[config.mk]
export PLATFORM = sky130hd
export DESIGN_NAME = telnet_receive_negotiator_flat
export DESIGN_NICKNAME = d
export VERILOG_FILES = /design/src/hw/rtl/trn_pkg.sv /design/src/hw/rtl/trn_if.sv /design/src/hw/rtl/trn_front.sv /design/src/hw/rtl/trn_queue.sv /design/src/hw/rtl/trn_back.sv /design/src/hw/rtl/telnet_receive_negotiator.sv /design/src/flat_wrapper.sv
export VERILOG_INCLUDE_DIRS = /design/src /design/src/hw/rtl
export SDC_FILE = /design/constraint.sdc
export NUM_CORES = 1
export LEC_CHECK = 0
export BUFFER_PORTS_ARGS = -buffer_cell sky130_fd_sc_hd__buf_2
export CORE_ASPECT_RATIO = 0.7
export CORE_MARGIN = 1.5
export CORE_UTILIZATION = 63
export CTS_CLUSTER_SIZE = 16
export DETAILED_ROUTE_END_ITERATION = 6
export GPL_ROUTABILITY_DRIVEN = 0
export GPL_TIMING_DRIVEN = 0
export PLACE_DENSITY = 0.87
export RECOVER_POWER = 100
export SYNTH_ARGS = -nofsm -noshare
export SYNTH_HDL_FRONTEND = slang
export SYNTH_SLANG_ARGS = --single-unit
[constraint.sdc]
create_clock -name clk -period 6.06 [get_ports clk]
set_input_delay 0.909 -clock clk [delete_from_list [all_inputs] [get_ports clk]]
set_output_delay 0.909 -clock clk [all_outputs]
set_load 0.005 [all_outputs]
[src/hw/rtl/telnet_receive_negotiator_assert.svh]
// Assertion macros for the telnet receive negotiator RTL.
`ifndef TELNET_RECEIVE_NEGOTIATOR_ASSERT_SVH
`define TELNET_RECEIVE_NEGOTIATOR_ASSERT_SVH

// Same-cycle implication, disabled while reset is high.
`define TRN_ASSERT_IMPL(label, clk, rst, ante, cons) \
  label: assert property (@(posedge clk) disable iff (rst) (ante) |-> (cons)) \
    else $error("trn assertion failed");

// Next-cycle implication, disabled while reset is high.
`define TRN_ASSERT_NEXT(label, clk, rst, ante, cons) \
  label: assert property (@(posedge clk) disable iff (rst) (ante) |=> (cons)) \
    else $error("trn assertion failed");

`endif

[src/hw/rtl/trn_pkg.sv]
// Shared types and constants of the telnet receive negotiator.
package trn_pkg;

  // Telnet command codes.
  localparam logic [7:0] CmdIac  = 8'd255;
  localparam logic [7:0] CmdDont = 8'd254;
  localparam logic [7:0] CmdDo   = 8'd253;
  localparam logic [7:0] CmdWont = 8'd252;
  localparam logic [7:0] CmdWill = 8'd251;
  localparam logic [7:0] CmdSb   = 8'd250;
  localparam logic [7:0] CmdGa   = 8'd249;
  localparam logic [7:0] CmdSe   = 8'd240;
  localparam logic [7:0] CmdEor  = 8'd239;

  // Option codes.
  localparam logic [7:0] OptBinary   = 8'd0;
  localparam logic [7:0] OptEor      = 8'd25;
  localparam logic [7:0] OptStartTls = 8'd46;

  // Default depth of the queue between parser and result stage.
  localparam int QueueDepth = 4;

  // Parser phase.
  typedef enum logic [1:0] {
    PH_NORMAL = 2'd0,
    PH_IAC    = 2'd1,
    PH_OPTION = 2'd2
  } phase_t;

  // Operation kinds; the encoding equals the result kind on the output.
  typedef enum logic [1:0] {
    OP_DATA     = 2'd0,
    OP_REPLY    = 2'd1,
    OP_TLS      = 2'd2,
    OP_SB_CLOSE = 2'd3
  } op_kind_t;

  // Reply verbs.
  typedef enum logic [1:0] {
    VERB_WILL = 2'd0,
    VERB_WONT = 2'd1,
    VERB_DO   = 2'd2,
    VERB_DONT = 2'd3
  } verb_t;

  // One classified operation as queued between the parser and the result stage.
  typedef struct packed {
    op_kind_t   kind;
    logic [7:0] value;
    verb_t      verb;
  } neg_op_t;

  // Queue status seen by its neighbors.
  typedef struct packed {
    logic full;
    logic empty;
  } queue_status_t;

endpackage

[src/hw/rtl/trn_if.sv]
// Channel interfaces of the telnet receive negotiator.

// Received byte channel.
interface trn_rx_if;
  logic       valid;
  logic       ready;
  logic [7:0] rx_byte;

  modport source (output valid, output rx_byte, input ready);
  modport sink (input valid, input rx_byte, output ready);
endinterface

// Result channel.
interface trn_res_if;
  logic       valid;
  logic       ready;
  logic [1:0] result_kind;
  logic [7:0] data_byte;
  logic [1:0] reply_verb;
  logic [7:0] reply_option;
  logic       link_up;

  modport source (output valid, output result_kind, output data_byte, output reply_verb,
                  output reply_option, output link_up, input ready);
  modport sink (input valid, input result_kind, input data_byte, input reply_verb,
                input reply_option, input link_up, output ready);
endinterface

// Configuration write channel.
interface trn_cfg_if;
  logic valid;
  logic ready;
  logic tls_offer_enabled;

  modport source (output valid, output tls_offer_enabled, input ready);
  modport sink (input valid, input tls_offer_enabled, output ready);
endinterface

[src/hw/rtl/trn_front.sv]
// Front parser: tracks the IAC phase machine and classifies each received byte.
module trn_front (
  input  logic                   clk,
  input  logic                   rst,
  trn_rx_if.sink                 rx,
  input  trn_pkg::queue_status_t qstat,
  output logic                   push,
  output trn_pkg::neg_op_t       op
);

  trn_pkg::phase_t phase, phase_next;
  logic [7:0]      pending_command, pending_command_next;
  logic            in_sub, in_sub_next;
  logic [7:0]      sub_option, sub_option_next;
  logic            accept;
  logic            has_op;

  // A byte is taken whenever the queue has room for its possible operation.
  assign rx.ready = !qstat.full;
  assign accept   = rx.valid && rx.ready;
  assign push     = accept && has_op;

  // Parser state registers.
  always_ff @(posedge clk) begin
    if (rst) begin
      phase           <= trn_pkg::PH_NORMAL;
      pending_command <= '0;
      in_sub          <= 1'b0;
      sub_option      <= trn_pkg::OptBinary;
    end else if (accept) begin
      phase           <= phase_next;
      pending_command <= pending_command_next;
      in_sub          <= in_sub_next;
      sub_option      <= sub_option_next;
    end
  end

  // Next phase and classification of the current byte.
  always_comb begin
    phase_next           = trn_pkg::PH_NORMAL;
    pending_command_next = pending_command;
    in_sub_next          = in_sub;
    sub_option_next      = sub_option;
    has_op               = 1'b0;
    op.kind              = trn_pkg::OP_DATA;
    op.value             = rx.rx_byte;
    op.verb              = trn_pkg::VERB_WILL;
    unique case (phase)
      trn_pkg::PH_IAC: begin
        if (rx.rx_byte == trn_pkg::CmdIac) begin
          // Escaped 255 is data, or dropped payload inside a subnegotiation.
          has_op = !in_sub;
        end else if (rx.rx_byte inside {[trn_pkg::CmdEor:trn_pkg::CmdGa]}) begin
          // Standalone command; only SE inside a subnegotiation acts.
          if (rx.rx_byte == trn_pkg::CmdSe && in_sub) begin
            in_sub_next = 1'b0;
            has_op      = 1'b1;
            op.kind     = trn_pkg::OP_SB_CLOSE;
            op.value    = sub_option;
          end
        end else begin
          pending_command_next = rx.rx_byte;
          phase_next           = trn_pkg::PH_OPTION;
        end
      end
      trn_pkg::PH_OPTION: begin
        if (pending_command == trn_pkg::CmdWill) begin
          has_op = 1'b1;
          if (rx.rx_byte == trn_pkg::OptBinary || rx.rx_byte == trn_pkg::OptEor) begin
            op.kind = trn_pkg::OP_REPLY;
            op.verb = trn_pkg::VERB_DO;
          end else if (rx.rx_byte == trn_pkg::OptStartTls) begin
            op.kind = trn_pkg::OP_TLS;
          end else begin
            op.kind = trn_pkg::OP_REPLY;
            op.verb = trn_pkg::VERB_DONT;
          end
        end else if (pending_command == trn_pkg::CmdDo) begin
          has_op  = 1'b1;
          op.kind = trn_pkg::OP_REPLY;
          if (rx.rx_byte == trn_pkg::OptBinary || rx.rx_byte == trn_pkg::OptEor) begin
            op.verb = trn_pkg::VERB_WILL;
          end else begin
            op.verb = trn_pkg::VERB_WONT;
          end
        end else if (pending_command == trn_pkg::CmdSb) begin
          in_sub_next     = 1'b1;
          sub_option_next = rx.rx_byte;
        end
      end
      default: begin
        // Normal phase: IAC opens a command, other bytes are data unless inside a subnegotiation.
        if (rx.rx_byte == trn_pkg::CmdIac) begin
          phase_next = trn_pkg::PH_IAC;
        end else begin
          has_op = !in_sub;
        end
      end
    endcase
  end

endmodule

[src/hw/rtl/trn_queue.sv]
// Short FIFO of classified operations between the parser and the result stage.
module trn_queue #(
  parameter int Depth = trn_pkg::QueueDepth
) (
  input  logic                   clk,
  input  logic                   rst,
  input  logic                   push,
  input  trn_pkg::neg_op_t       push_op,
  input  logic                   pop,
  output trn_pkg::neg_op_t       head_op,
  output trn_pkg::queue_status_t qstat
);

  localparam int PtrW = (Depth > 1) ? $clog2(Depth) : 1;
  localparam int CntW = $clog2(Depth + 1);

  trn_pkg::neg_op_t entries [Depth];
  logic [PtrW-1:0]  wr_ptr;
  logic [PtrW-1:0]  rd_ptr;
  logic [CntW-1:0]  count;
  logic             do_push;
  logic             do_pop;

  assign qstat.full  = (count == CntW'(Depth));
  assign qstat.empty = (count == '0);
  assign do_push     = push && !qstat.full;
  assign do_pop      = pop && !qstat.empty;
  assign head_op     = entries[rd_ptr];

  // Entry storage.
  always_ff @(posedge clk) begin
    if (do_push) begin
      entries[wr_ptr] <= push_op;
    end
  end

  // Pointers and fill count.
  always_ff @(posedge clk) begin
    if (rst) begin
      wr_ptr <= '0;
      rd_ptr <= '0;
      count  <= '0;
    end else begin
      if (do_push) begin
        wr_ptr <= (wr_ptr == PtrW'(Depth - 1)) ? '0 : wr_ptr + 1'b1;
      end
      if (do_pop) begin
        rd_ptr <= (rd_ptr == PtrW'(Depth - 1)) ? '0 : rd_ptr + 1'b1;
      end
      if (do_push && !do_pop) begin
        count <= count + 1'b1;
      end else if (do_pop && !do_push) begin
        count <= count - 1'b1;
      end
    end
  end

endmodule

[src/hw/rtl/trn_back.sv]
// Result stage: turns queued operations into result transactions.
module trn_back (
  input  logic                   clk,
  input  logic                   rst,
  input  logic                   tls_offer_enabled,
  input  trn_pkg::neg_op_t       head_op,
  input  trn_pkg::queue_status_t qstat,
  output logic                   pop,
  trn_res_if.source              result
);

  logic             out_valid;
  logic             handshake_done;
  logic             load;
  logic [1:0]       kind_q;
  logic [7:0]       data_q;
  logic [1:0]       verb_q;
  logic [7:0]       option_q;
  logic             link_up_q;

  // Take the head whenever the output register is free or being emptied.
  assign pop  = !qstat.empty && (!out_valid || result.ready);
  // A start-TLS offer is dropped unless offers are enabled.
  assign load = pop && !(head_op.kind == trn_pkg::OP_TLS && !tls_offer_enabled);

  // Control: output valid and the link-up flag.
  always_ff @(posedge clk) begin
    if (rst) begin
      out_valid      <= 1'b0;
      handshake_done <= 1'b0;
    end else begin
      if (load) begin
        out_valid <= 1'b1;
      end else if (result.ready) begin
        out_valid <= 1'b0;
      end
      if (load && head_op.kind == trn_pkg::OP_DATA) begin
        handshake_done <= 1'b1;
      end
    end
  end

  // Result payload; fields that do not belong to the kind read as zero.
  always_ff @(posedge clk) begin
    if (load) begin
      kind_q    <= head_op.kind;
      data_q    <= (head_op.kind == trn_pkg::OP_DATA) ? head_op.value : 8'd0;
      verb_q    <= (head_op.kind == trn_pkg::OP_REPLY) ? head_op.verb : trn_pkg::VERB_WILL;
      option_q  <= (head_op.kind == trn_pkg::OP_DATA) ? 8'd0 :
                   (head_op.kind == trn_pkg::OP_TLS)  ? trn_pkg::OptStartTls :
                                                        head_op.value;
      link_up_q <= (head_op.kind == trn_pkg::OP_DATA) && !handshake_done;
    end
  end

  assign result.valid        = out_valid;
  assign result.result_kind  = kind_q;
  assign result.data_byte    = data_q;
  assign result.reply_verb   = verb_q;
  assign result.reply_option = option_q;
  assign result.link_up      = link_up_q;

endmodule

[src/hw/rtl/telnet_receive_negotiator.sv]
// Telnet receive negotiator top level: parser, operation queue and result stage.
// Takes one received telnet byte per cycle on rx when ready and gives at most one result
// per byte on result. The parser's phase machine handles one byte each cycle unless the
// queue is full; the result stage delivers one result each cycle while result is ready.
// The queue holds QueueDepth operations, so rx stays ready until that many results wait
// behind a stalled result channel. The configuration channel is always ready and its
// write takes effect on the next cycle; write it only while no bytes are in flight.
`include "telnet_receive_negotiator_assert.svh"

module telnet_receive_negotiator #(
  parameter int QueueDepth = trn_pkg::QueueDepth
) (
  input  logic      clk,
  input  logic      rst,
  trn_rx_if.sink    rx,
  trn_res_if.source result,
  trn_cfg_if.sink   cfg
);

  logic                   tls_offer_enabled;
  logic                   push;
  logic                   pop;
  trn_pkg::neg_op_t       push_op;
  trn_pkg::neg_op_t       head_op;
  trn_pkg::queue_status_t qstat;

  // Configuration register.
  assign cfg.ready = 1'b1;

  always_ff @(posedge clk) begin
    if (rst) begin
      tls_offer_enabled <= 1'b0;
    end else if (cfg.valid && cfg.ready) begin
      tls_offer_enabled <= cfg.tls_offer_enabled;
    end
  end

  // Parser.
  trn_front u_front (
    .clk   (clk),
    .rst   (rst),
    .rx    (rx),
    .qstat (qstat),
    .push  (push),
    .op    (push_op)
  );

  // Operation queue.
  trn_queue #(
    .Depth (QueueDepth)
  ) u_queue (
    .clk     (clk),
    .rst     (rst),
    .push    (push),
    .push_op (push_op),
    .pop     (pop),
    .head_op (head_op),
    .qstat   (qstat)
  );

  // Result stage.
  trn_back u_back (
    .clk               (clk),
    .rst               (rst),
    .tls_offer_enabled (tls_offer_enabled),
    .head_op           (head_op),
    .qstat             (qstat),
    .pop               (pop),
    .result            (result)
  );

  // The parser never pushes into a full queue.
  `TRN_ASSERT_IMPL(a_no_push_when_full, clk, rst, push, !qstat.full)
  // A start-TLS request only leaves while offers are enabled.
  `TRN_ASSERT_IMPL(a_tls_only_enabled, clk, rst,
                   result.valid && result.result_kind == trn_pkg::OP_TLS, tls_offer_enabled)
  // Link up is flagged only on a data transaction.
  `TRN_ASSERT_IMPL(a_link_up_data, clk, rst, result.valid && result.link_up,
                   result.result_kind == trn_pkg::OP_DATA && result.reply_option == '0)
  // Once the link-up transaction is taken, the next result does not repeat it.
  `TRN_ASSERT_NEXT(a_link_up_once, clk, rst, result.valid && result.ready && result.link_up,
                   !(result.valid && result.link_up))

endmodule
[src/flat_wrapper.sv]
// flat-port wrapper written by rule: the top's interface ports become plain ports
module telnet_receive_negotiator_flat 
#(
  parameter int QueueDepth = trn_pkg::QueueDepth
)
  (clk, rst, rx_valid, rx_rx_byte, rx_ready, result_valid, result_result_kind, result_data_byte, result_reply_verb, result_reply_option, result_link_up, result_ready, cfg_valid, cfg_tls_offer_enabled, cfg_ready);
  trn_rx_if rx_i ();
  trn_res_if result_i ();
  trn_cfg_if cfg_i ();
  input  logic clk;
  input  logic rst;
  input wire logic [$bits(rx_i.valid)-1:0] rx_valid;
  input wire logic [$bits(rx_i.rx_byte)-1:0] rx_rx_byte;
  output wire logic [$bits(rx_i.ready)-1:0] rx_ready;
  output wire logic [$bits(result_i.valid)-1:0] result_valid;
  output wire logic [$bits(result_i.result_kind)-1:0] result_result_kind;
  output wire logic [$bits(result_i.data_byte)-1:0] result_data_byte;
  output wire logic [$bits(result_i.reply_verb)-1:0] result_reply_verb;
  output wire logic [$bits(result_i.reply_option)-1:0] result_reply_option;
  output wire logic [$bits(result_i.link_up)-1:0] result_link_up;
  input wire logic [$bits(result_i.ready)-1:0] result_ready;
  input wire logic [$bits(cfg_i.valid)-1:0] cfg_valid;
  input wire logic [$bits(cfg_i.tls_offer_enabled)-1:0] cfg_tls_offer_enabled;
  output wire logic [$bits(cfg_i.ready)-1:0] cfg_ready;
  assign rx_i.valid = rx_valid;
  assign rx_i.rx_byte = rx_rx_byte;
  assign rx_ready = rx_i.ready;
  assign result_valid = result_i.valid;
  assign result_result_kind = result_i.result_kind;
  assign result_data_byte = result_i.data_byte;
  assign result_reply_verb = result_i.reply_verb;
  assign result_reply_option = result_i.reply_option;
  assign result_link_up = result_i.link_up;
  assign result_i.ready = result_ready;
  assign cfg_i.valid = cfg_valid;
  assign cfg_i.tls_offer_enabled = cfg_tls_offer_enabled;
  assign cfg_ready = cfg_i.ready;
  telnet_receive_negotiator #(.QueueDepth(QueueDepth)) u_core (.clk(clk), .rst(rst), .rx(rx_i), .result(result_i), .cfg(cfg_i));
endmodule
==> results of run 1 <==
synth_stat cells (all sizes together), types with 2 or more instances:
| master | count | area, um2 |
|---|---|---|
| a21o | 6 | 46.3 |
| a21oi | 9 | 45.0 |
| a31oi | 2 | 12.5 |
| and2 | 13 | 82.6 |
| and3 | 5 | 31.3 |
| and4 | 3 | 31.3 |
| and4bb | 2 | 25.0 |
| buf | 4 | 28.8 |
| clkbuf | 5 | 20.0 |
| dfxtp | 31 | 621 |
| edfxtp | 69 | 2070 |
| ha | 8 | 100 |
| inv | 9 | 33.8 |
| mux2i | 19 | 190 |
| mux4 | 12 | 270 |
| nand2 | 10 | 45.0 |
| nand2b | 4 | 25.0 |
| nand3 | 6 | 35.0 |
| nand4 | 3 | 18.8 |
| nor2 | 34 | 138 |
| nor2b | 4 | 25.0 |
| nor3 | 5 | 25.0 |
| o21a | 4 | 30.0 |
| o21ai | 3 | 15.0 |
| or3 | 2 | 13.8 |
| xor2 | 2 | 17.5 |
cell type report:
class	count	area share [%]
tap	78	2.15
buffer	10	1.02
timing repair buffer	33	3.39
sequential	100	59.3
multi-input combinational	171	29.5
inverter	9	0.744
clock buffer	9	2.73
clock inverter	7	1.13
power by group through the flow:
stage,Clock (uW),Combinational (uW),Sequential [uW]
2_1_floorplan,0,338,982
3_3_place_gp,0,497,971
3_5_place_dp,0,516,980
4_1_cts,381,518,964
5_1_grt,411,554,979
6_report,375,494,963
cells by family after synthesis:
| group | share of synthesized area [%] |
|---|---|
| compound gates | 6.22 |
| xor+xnor | 0.420 |
| other cells | 0.0900 |
| buf+inv | 2.19 |
| flops | 64.6 |
| mux | 11.1 |
| fa+ha+maj | 2.88 |
| simple gates | 12.5 |
flip-flops by register name, summed over array words and instances, names as in the netlist, 2 cells and up, named ones only:
name,cells
u_core.u_queue.entries,48
u_core.u_front.phase,2
u_core.u_back.result.reply_option,8
u_core.u_front.pending_command,8
u_core.u_back.result.reply_verb,2
u_core.u_queue.rd_ptr,2
u_core.u_back.result.result_kind,2
u_core.u_queue.wr_ptr,2
u_core.u_back.result.data_byte,8
u_core.u_queue.count,3
u_core.u_front.sub_option,8
worst min-delay path, cell delays in order, from the launching register on:
cell and delay [ns]:
dfxtp_1 0.34, a21oi_1 0.04, nor2_1 0.07
per-stage QoR:
| step | instance area (um2) | hold slack [ns] | cells | total power (uW) | util, % |
|---|---|---|---|---|---|
| after floorplan | 4170 | 0.438 | 290 | 1320 | - |
| after global placement | 4430 | 0.451 | 401 | 1470 | 70.2 |
| after detailed placement | 4430 | 0.458 | 401 | 1500 | 70.2 |
| after CTS | 4600 | 0.483 | 417 | 1860 | 73.0 |
| after global routing | 4540 | 0.513 | 417 | 1940 | 72.0 |
| final | 4540 | 0.479 | 417 | 1830 | 72.0 |
worst paths after layout:
kind | from | endpoint | slack, ns | cells after the start
max | rx_rx_byte[3] | u_core.u_queue.count[2]$_SDFFE_PP0P_ | 2.73 | 11
min reg2reg | u_core.u_back.handshake_done$_SDFFE_PP0P_ | u_core.u_back.handshake_done$_SDFFE_PP0P_ | 0.48 | 2
min | u_core.u_back.handshake_done$_SDFFE_PP0P_ | u_core.u_back.handshake_done$_SDFFE_PP0P_ | 0.48 | 2
max reg2reg | u_core.u_front.phase[0]$_SDFFE_PP0P_ | u_core.u_queue.count[2]$_SDFFE_PP0P_ | 2.93 | 12
per-layer routing:
layer	wire, um	share of wire, %
met5	0	0
met4	55	0.76
met3	416	5.8
met2	3330	46
met1	3430	47
==> flow_metrics.env, run 1 <==
export IMPL_outcome="completed"
export IMPL_avgSynthCellArea_um2=14.4
export IMPL_drt_pass1_iterations=4
export IMPL_path_delay_family="simple AND/OR/NAND/NOR gates"
export IMPL_seqPwrFrac_pct=52.6
export IMPL_synthArstFlopShare_pct=0
export IMPL_slowest_stage="or3_2"
export IMPL_setup_viol=0
export IMPL_syn_cell_area_um2=4170
export IMPL_clock_sinks=100
export IMPL_layout_commonest_cell="edfxtp_1"
export IMPL_cap_violations=0
export IMPL_yosysWarningCount=0
export IMPL_grt_pass1_vias=2349
export IMPL_cts_hold_fix_buffers=0
export IMPL_multi_input_area_um2=1340
export IMPL_synth_ff_type="edfxtp_1"
export IMPL_gr_total_overflow=0
export IMPL_clock_latency_ns=0.36
export IMPL_nets=357
export IMPL_vias=2390
export IMPL_drive_gt1_share_pct=18.0
export IMPL_hp_class="register to register"
export IMPL_min_period_ns=3.33
export IMPL_ir_worst_vdd_uv=192
export IMPL_met1_usage_pct=32.7
export IMPL_p_leak_uw=0.00161
export IMPL_finalWorstSetupSlack_ns=2.73
export IMPL_wl_per_cell_um=17.3
export IMPL_synth_distinct_cells=54
export IMPL_io_pins=38
export IMPL_end_kind="register"
export IMPL_htreeDepth=3
export IMPL_grt_pass1_wl_mm=11.9
export IMPL_path_clk_slew_ns=0.10
export IMPL_grt_max_degree=22
export IMPL_syn_nets=313
export IMPL_finalHoldViolCount=0
export IMPL_ant_nets=0
export IMPL_cts_tree="built"
export IMPL_power_frac_comb_pct=27.0
export IMPL_diodes=0
export IMPL_p_sw_share_pct=29.9
export IMPL_slew_limit_headroom_pct=39.0
export IMPL_fill_cells=427
export IMPL_syn_inst=290
export IMPL_final_setup_skew_ns=0.0156
export IMPL_cts_resized=0
export IMPL_start_util_pct=66.1
export IMPL_synth_seq_cells=100
export IMPL_path_class="input port to register"
export IMPL_use_met2_pct=34.5
export IMPL_cp_arrival_ns=3.63
export IMPL_start_kind="input port"
export IMPL_synthToLayoutAreaGrowth_pct=8.95
export IMPL_die_area_um2=7120
export IMPL_max_stage_delay_ns=0.40
export IMPL_wl_mm=7.23
export IMPL_die_w_um=100
export IMPL_via_per_inst=5.73
export IMPL_num_rows=24
export IMPL_worstPathCellList="clkbuf_1 > and4bb_2 > nand3_1 > o221a_2 > nor2_1 > ha_1 > inv_1 > fa_1 > xor2_1 > or3_2 > a21oi_1"
export IMPL_portBuffers=33
export IMPL_clkPwrFrac_pct=20.5
export IMPL_intPower_uw=1280
export IMPL_drtIter0Drc=191
export IMPL_drc=0
export IMPL_final_cell_mix="69 x edfxtp_1, 34 x nor2_1, 31 x dfxtp_1"
export IMPL_hpwl_mm=5.15
export IMPL_max_freq_mhz=300
export IMPL_synth_edf_count=69
export IMPL_post_place_ws_ns=2.56
export IMPL_synth_seq_area_share_pct=64.6
export IMPL_seq_area_um2=2690
export IMPL_drv_slew=0
export IMPL_antenna_found_initial=0
export IMPL_cellPowerDensity_nw_per_um2=404
export IMPL_period_share_pct=55.0
export IMPL_cp_max_fo=9
export IMPL_switchingPower_uw=547
export IMPL_rsz0062_at_grt="false"
export IMPL_gr_usage_all_layers_pct=22.7
export IMPL_path_buf_inv=2
export IMPL_cts_root_buf="clkbuf_8"
export IMPL_fp_coreArea_um2=6310
export IMPL_tightest_slew_ns=0.912
export IMPL_clock_path_buffers=2
export IMPL_cp_required_ns=6.36
export IMPL_tns_ns=0
export IMPL_cts_buffers=9
export IMPL_grt_busiest_layer="met2"
export IMPL_grt_util_met3_pct=6.23
export IMPL_cts_setup_buffers=0
export IMPL_die_y_um=71.0
(Power assumes the default switching activity.)
==> run 2, diff against run 1 <==
--- a/config.mk
+++ b/config.mk
@@ -9,12 +9,12 @@
 export BUFFER_PORTS_ARGS = -buffer_cell sky130_fd_sc_hd__buf_2
 export CORE_ASPECT_RATIO = 0.7
 export CORE_MARGIN = 1.5
-export CORE_UTILIZATION = 63
+export CORE_UTILIZATION = 53
 export CTS_CLUSTER_SIZE = 16
 export DETAILED_ROUTE_END_ITERATION = 6
 export GPL_ROUTABILITY_DRIVEN = 0
 export GPL_TIMING_DRIVEN = 0
-export PLACE_DENSITY = 0.87
+export PLACE_DENSITY = 0.78
 export RECOVER_POWER = 100
 export SYNTH_ARGS = -nofsm -noshare
 export SYNTH_HDL_FRONTEND = slang
==> constraint.sdc (replaced) <==
create_clock -name clk -period 2.9 [get_ports clk]
set_input_delay 0.435 -clock clk [delete_from_list [all_inputs] [get_ports clk]]
set_output_delay 0.435 -clock clk [all_outputs]
set_load 0.005 [all_outputs]
==> run 2 against run 1 <==
  * Routed wire length shrank 1.1%
  * Non-clock buffer count rose by 3
  * Global-route usage fell by 4.0 points
  * Core utilization down 10 points
  * Worst setup slack got worse by 2.6 ns
  * Critical path depth grew 1
  * Largest power group unchanged
  * Clock skew fell by 0.0012 ns
  * Sequential cell count unchanged
  * Design area is 1.5% higher
==> flow_metrics.env, run 2 (synthesized netlist as in run 1, its figures left out) <==
export IMPL_outcome="completed"
export IMPL_num_rows=26
export IMPL_final_setup_skew_ns=0.0144
export IMPL_hp_class="input port to register"
export IMPL_cp_arrival_ns=3.07
export IMPL_wl_mm=7.16
export IMPL_portBuffers=33
export IMPL_htreeDepth=3
export IMPL_ant_nets=0
export IMPL_worstPathCellList="inv_1 > ha_2 > and4_4 > nand4_1 > o221a_2 > nor2_4 > ha_4 > inv_1 > fa_1 > xor2_1 > or3_2 > a21oi_1"
export IMPL_clock_path_buffers=2
export IMPL_diodes=0
export IMPL_rsz0062_at_grt="false"
export IMPL_setup_viol=0
export IMPL_drive_gt1_share_pct=18.7
export IMPL_start_kind="register"
export IMPL_largest_register_ffs=48
export IMPL_path_class="register to register"
export IMPL_via_per_inst=5.48
export IMPL_vias=2411
export IMPL_start_util_pct=55.9
export IMPL_min_period_ns=2.77
export IMPL_synthToLayoutAreaGrowth_pct=10.5
export IMPL_finalHoldViolCount=0
export IMPL_antenna_found_initial=0
export IMPL_slew_limit_headroom_pct=34.5
export IMPL_fill_cells=597
export IMPL_grt_pass1_wl_mm=11.6
export IMPL_cts_hold_fix_buffers=0
export IMPL_clock_sinks=100
export IMPL_drt_pass1_iterations=4
export IMPL_path_buf_inv=2
export IMPL_die_y_um=77.2
export IMPL_io_pins=38
export IMPL_tightest_slew_ns=0.979
export IMPL_seq_area_um2=2690
export IMPL_multi_input_area_um2=1360
export IMPL_cts_buffers=9
export IMPL_p_leak_uw=0.00161
export IMPL_gr_usage_all_layers_pct=18.7
export IMPL_drv_slew=0
export IMPL_gr_total_overflow=0
export IMPL_whs_ns=0.291
export IMPL_grt_max_degree=22
export IMPL_cap_violations=0
export IMPL_hpwl_mm=5.03
export IMPL_layoutNonFillerInstCount=440
export IMPL_cellPowerDensity_nw_per_um2=842
export IMPL_grt_pass1_vias=2215
export IMPL_final_cell_mix="69 x edfxtp_1, 33 x nor2_1, 31 x dfxtp_1"
export IMPL_drc=0
export IMPL_crit_path_frequent_cell="inv_1"
export IMPL_end_kind="register"
export IMPL_top_register="u_core.u_queue.entries"
export IMPL_dp_cells=421
export IMPL_nets=360
export IMPL_fp_coreArea_um2=7450
export IMPL_clock_latency_ns=0.37
export IMPL_cp_max_fo=3
export IMPL_drtIter0Drc=115
export IMPL_max_freq_mhz=361
export IMPL_layout_commonest_cell="edfxtp_1"
export IMPL_cp_required_ns=3.21
export IMPL_max_stage_delay_ns=0.40
export IMPL_path_clk_slew_ns=0.10
export IMPL_die_w_um=109
export IMPL_wl_per_cell_um=16.3
export IMPL_post_place_ws_ns=-0.177
export IMPL_cts_tree="built"
export IMPL_path_delay_family="simple AND/OR/NAND/NOR gates"
export IMPL_period_share_pct=95.4
export IMPL_finalWorstSetupSlack_ns=0.134
export IMPL_die_area_um2=8410
export IMPL_cts_root_buf="clkbuf_8"
export IMPL_ir_worst_vdd_uv=595
export IMPL_slowest_stage="or3_2"
run 2: changes by cell type in the layout (fill, tap and decap cells not counted), moves of 2 or more:
cell / delta
and2_1: -4
and2_0: +4
clkbuf_1: +7
buf_2: -6
ha_1: -2
clkinv_1: -2
run 2: per-layer routing:
metal / part of all wire [%] / up-vias / track usage [%]
met5: 0 / - / 0
met4: 1.5 / 0 / 6.32
met3: 6.7 / 7 / 5.10
met2: 43 / 63 / 26.2
met1: 49 / 1173 / 28.1
li1: - / 1168 / -
run 2: timing repair:
action / in CTS / in global routing
pin swaps: 1 / 2
resized for setup: 1 / 5
endpoints found under the setup margin: 1 / 1
hold endpoints to repair: 0 / 0
buffers inserted: 1 / 2
run 2: final timing paths:
path / depth (start not counted) / end / slack (ns) / startpoint
setup reg to reg: 12 / u_core.u_queue.count[2]$_SDFFE_PP0P_ / 0.13 / u_core.u_front.phase[0]$_SDFFE_PP0P_
setup / recovery: 12 / u_core.u_queue.count[2]$_SDFFE_PP0P_ / 0.13 / u_core.u_front.phase[0]$_SDFFE_PP0P_
hold / removal: 3 / u_core.tls_offer_enabled$_SDFFE_PP0P_ / 0.29 / cfg_tls_offer_enabled
hold reg to reg: 2 / u_core.u_back.handshake_done$_SDFFE_PP0P_ / 0.49 / u_core.u_back.handshake_done$_SDFFE_PP0P_
run 2: stage by stage:
stage	power [uW]	TNS, ns	utilization (%)	cell area [um2]
finish	3880	0	61.8	4610
global route	4140	0	61.8	4610
CTS	3940	0	62.4	4650
detailed placement	3130	-0.177	59.8	4450
global placement	3090	-0.122	59.8	4450
floorplan	2770	0	-	4170
run 2: cell type report:
cell class                 instances  area share (%)
buffer                            10            1.06
inverter                           9           0.733
tap                               98            2.66
timing repair buffer              36            3.56
clock inverter                     7            1.25
multi-input combinational        171            29.6
clock buffer                       9            2.69
sequential                       100            58.5
run 2: worst min-delay path, delay by kind of cell:
| family | cells | cell delay, ns |
|---|---|---|
| muxes | 1 | 0.05 |
| buffers and inverters | 1 | 0.07 |
| and+or+nand+nor | 1 | 0.07 |
run 2: power by group:
part | internal, uW | switching [uW]
clock network | 323 | 493
logic | 462 | 587
registers | 1910 | 99.5
==> run 3, diff against run 2 <==
--- a/config.mk
+++ b/config.mk
@@ -14,7 +14,7 @@
 export DETAILED_ROUTE_END_ITERATION = 6
 export GPL_ROUTABILITY_DRIVEN = 0
 export GPL_TIMING_DRIVEN = 0
-export PLACE_DENSITY = 0.78
+export PLACE_DENSITY = 0.75
 export RECOVER_POWER = 100
 export SYNTH_ARGS = -nofsm -noshare
 export SYNTH_HDL_FRONTEND = slang
==> run 3 against run 2 <==
  * Clock power increased by 7.5%
  * Combinational power about the same
  * Die area unchanged
  * Critical path type unchanged
  * Hold slack improved by 0.030 ns
  * Design area increased by 0.71%
  * Non-clock buffer count unchanged
  * Largest cell class unchanged
  * Clock skew decreased by 0.0017 ns
==> flow_metrics.env, run 3 (synthesized netlist as in run 1, its figures left out) <==
export IMPL_gr_usage_all_layers_pct=19.0
export IMPL_setup_viol=0
export IMPL_antenna_found_initial=0
export IMPL_p_leak_uw=0.00164
export IMPL_power_frac_comb_pct=26.8
export IMPL_start_kind="register"
export IMPL_hp_class="input port to register"
export IMPL_drt_met1_wl_mm=3.62
export IMPL_clock_path_buffers=2
export IMPL_wl_per_cell_um=16.8
export IMPL_slew_limit_headroom_pct=38.2
export IMPL_cts_root_buf="clkbuf_8"
export IMPL_vias=2408
export IMPL_start_util_pct=55.9
export IMPL_wl_met3_um=502
export IMPL_cp_max_fo=3
export IMPL_clkPwrFrac_pct=22.2
export IMPL_drive_gt1_share_pct=19.0
export IMPL_r2r_start="u_core.u_front.phase[0]$_SDFFE_PP0P_"
export IMPL_final_cell_mix="69 x edfxtp_1, 33 x nor2_1, 31 x dfxtp_1"
export IMPL_num_rows=26
export IMPL_cellPowerDensity_nw_per_um2=853
export IMPL_min_period_ns=2.80
export IMPL_cp_arrival_ns=3.09
export IMPL_final_setup_skew_ns=0.0127
export IMPL_multi_input_area_um2=1370
export IMPL_drc=0
export IMPL_intPower_uw=2790
export IMPL_nets=360
export IMPL_gr_total_overflow=0
export IMPL_layoutNonFillerInstCount=440
export IMPL_end_kind="register"
export IMPL_switchingPower_uw=1160
export IMPL_ir_worst_vdd_uv=487
export IMPL_outcome="completed"
export IMPL_dp_cells=421
export IMPL_die_w_um=109
export IMPL_min_from="cfg_tls_offer_enabled"
export IMPL_tightest_slew_ns=0.924
export IMPL_reg2reg_to="u_core.u_queue.count[2]$_SDFFE_PP0P_"
export IMPL_io_pins=38
export IMPL_finalWorstSetupSlack_ns=0.102
export IMPL_drt_pass1_iterations=4
export IMPL_dpl_cell_area_um2=4450
export IMPL_fp_coreArea_um2=7450
export IMPL_synthToLayoutAreaGrowth_pct=11.3
export IMPL_reg2reg_slack_ns=0.10
export IMPL_max_freq_mhz=357
export IMPL_drv_slew=0
export IMPL_diodes=0
export IMPL_seq_area_um2=2690
export IMPL_clock_latency_ns=0.36
export IMPL_fill_cells=594
export IMPL_grt_max_degree=22
export IMPL_die_area_um2=8410
export IMPL_drtIter0Drc=97
export IMPL_via_per_inst=5.47
export IMPL_ant_nets=0
export IMPL_met2_length_mm=3.27
export IMPL_die_y_um=77.2
export IMPL_rr_worst_depth=12
export IMPL_hpwl_mm=5.27
export IMPL_total_power_uw=3950
export IMPL_finalHoldViolCount=0
export IMPL_layout_commonest_cell="edfxtp_1"
export IMPL_largest_register_ffs=48
export IMPL_post_place_ws_ns=-0.218
export IMPL_grt_pass1_vias=2243
export IMPL_final_cell_area_um2=4640
export IMPL_holdPathEnd="u_core.tls_offer_enabled$_SDFFE_PP0P_"
export IMPL_portBuffers=33
export IMPL_seqPwrFrac_pct=51.0
export IMPL_path_clk_slew_ns=0.10
export IMPL_cap_violations=0
export IMPL_htreeDepth=3
export IMPL_wl_mm=7.40
export IMPL_path_class="register to register"
export IMPL_top_register="u_core.u_queue.entries"
export IMPL_cp_required_ns=3.19
export IMPL_p_sw_share_pct=29.4
export IMPL_cts_tree="built"
export IMPL_grt_pass1_wl_mm=11.7
export IMPL_period_share_pct=96.5
export IMPL_min_path_cells=3
export IMPL_top_layer="met4"
export IMPL_clock_sinks=100
export IMPL_cts_buffers=9
run 3: changes by cell type in the layout (fill, tap and decap cells not counted), sizes merged:
cell / before / now
bufinv: 0 / 1
clkinv: 1 / 3
clkbuf: 34 / 31
inv: 12 / 11
clkinvlp: 3 / 0
buf: 20 / 24
run 3: power groups by stage:
stage | clock, uW | combinational [uW] | sequential (uW)
finish | 877 | 1060 | 2020
global route | 964 | 1190 | 2040
CTS | 901 | 1100 | 2020
detailed placement | 0 | 1090 | 2050
global placement | 0 | 1060 | 2040
floorplan | 0 | 713 | 2050
run 3: worst max-delay path by stage:
stage	from	endpoint	cells past startpoint
global placement	u_core.u_front.phase[0]$_SDFFE_PP0P_	u_core.u_queue.count[2]$_SDFFE_PP0P_	12
CTS	u_core.u_front.phase[0]$_SDFFE_PP0P_	u_core.u_queue.count[2]$_SDFFE_PP0P_	12
finish	u_core.u_front.phase[0]$_SDFFE_PP0P_	u_core.u_queue.count[2]$_SDFFE_PP0P_	12
detailed placement	u_core.u_front.phase[0]$_SDFFE_PP0P_	u_core.u_queue.count[2]$_SDFFE_PP0P_	12
global route	u_core.u_front.phase[0]$_SDFFE_PP0P_	u_core.u_queue.count[2]$_SDFFE_PP0P_	12
floorplan	u_core.u_front.phase[0]$_SDFFE_PP0P_	u_core.u_queue.count[2]$_SDFFE_PP0P_	12
run 3: timing repair:
| item | 4_1_cts | 5_1_grt |
|---|---|---|
| pin swaps | 2 | 4 |
| buffers inserted | 1 | 2 |
| gates resized for setup | 2 | 5 |
| setup endpoints to repair | 1 | 1 |
| hold buffers | 0 | 0 |
| cloned | 0 | 0 |
run 3: stage by stage:
stage	hold slack [ns]	setup TNS, ns	util [%]
2_1_floorplan	0.438	0	-
3_3_place_gp	0.452	-0.134	59.8
3_5_place_dp	0.478	-0.218	59.8
4_1_cts	0.308	0	62.7
5_1_grt	0.325	-0.0260	62.3
6_report	0.321	0	62.3
run 3: critical path: stages, from the launching register on:
cell	delay [ns]
dfxtp_1	0.33
inv_1	0.08
ha_2	0.19
and4_4	0.22
nand4_1	0.15
o221a_2	0.35
nor2_4	0.13
ha_4	0.15
inv_1	0.04
fa_1	0.38
xor2_1	0.18
or3_2	0.40
a21oi_1	0.15
run 3: cell type report:
class	instances	area share, %
Buffer	10	1.05
Clock buffer	10	2.75
Clock inverter	6	1.56
Inverter	9	0.728
Multi-Input combinational cell	171	29.5
Sequential cell	100	58.1
Tap cell	98	2.64
Timing Repair Buffer	36	3.67
run 3: routing by layer:
| layer | vias to the layer above | global-route usage, % |
|---|---|---|
| met4 | 0 | 3.55 |
| li1 | 1182 | - |
| met2 | 64 | 27.3 |
| met5 | - | 0 |
| met3 | 2 | 5.87 |
| met1 | 1160 | 28.6 |
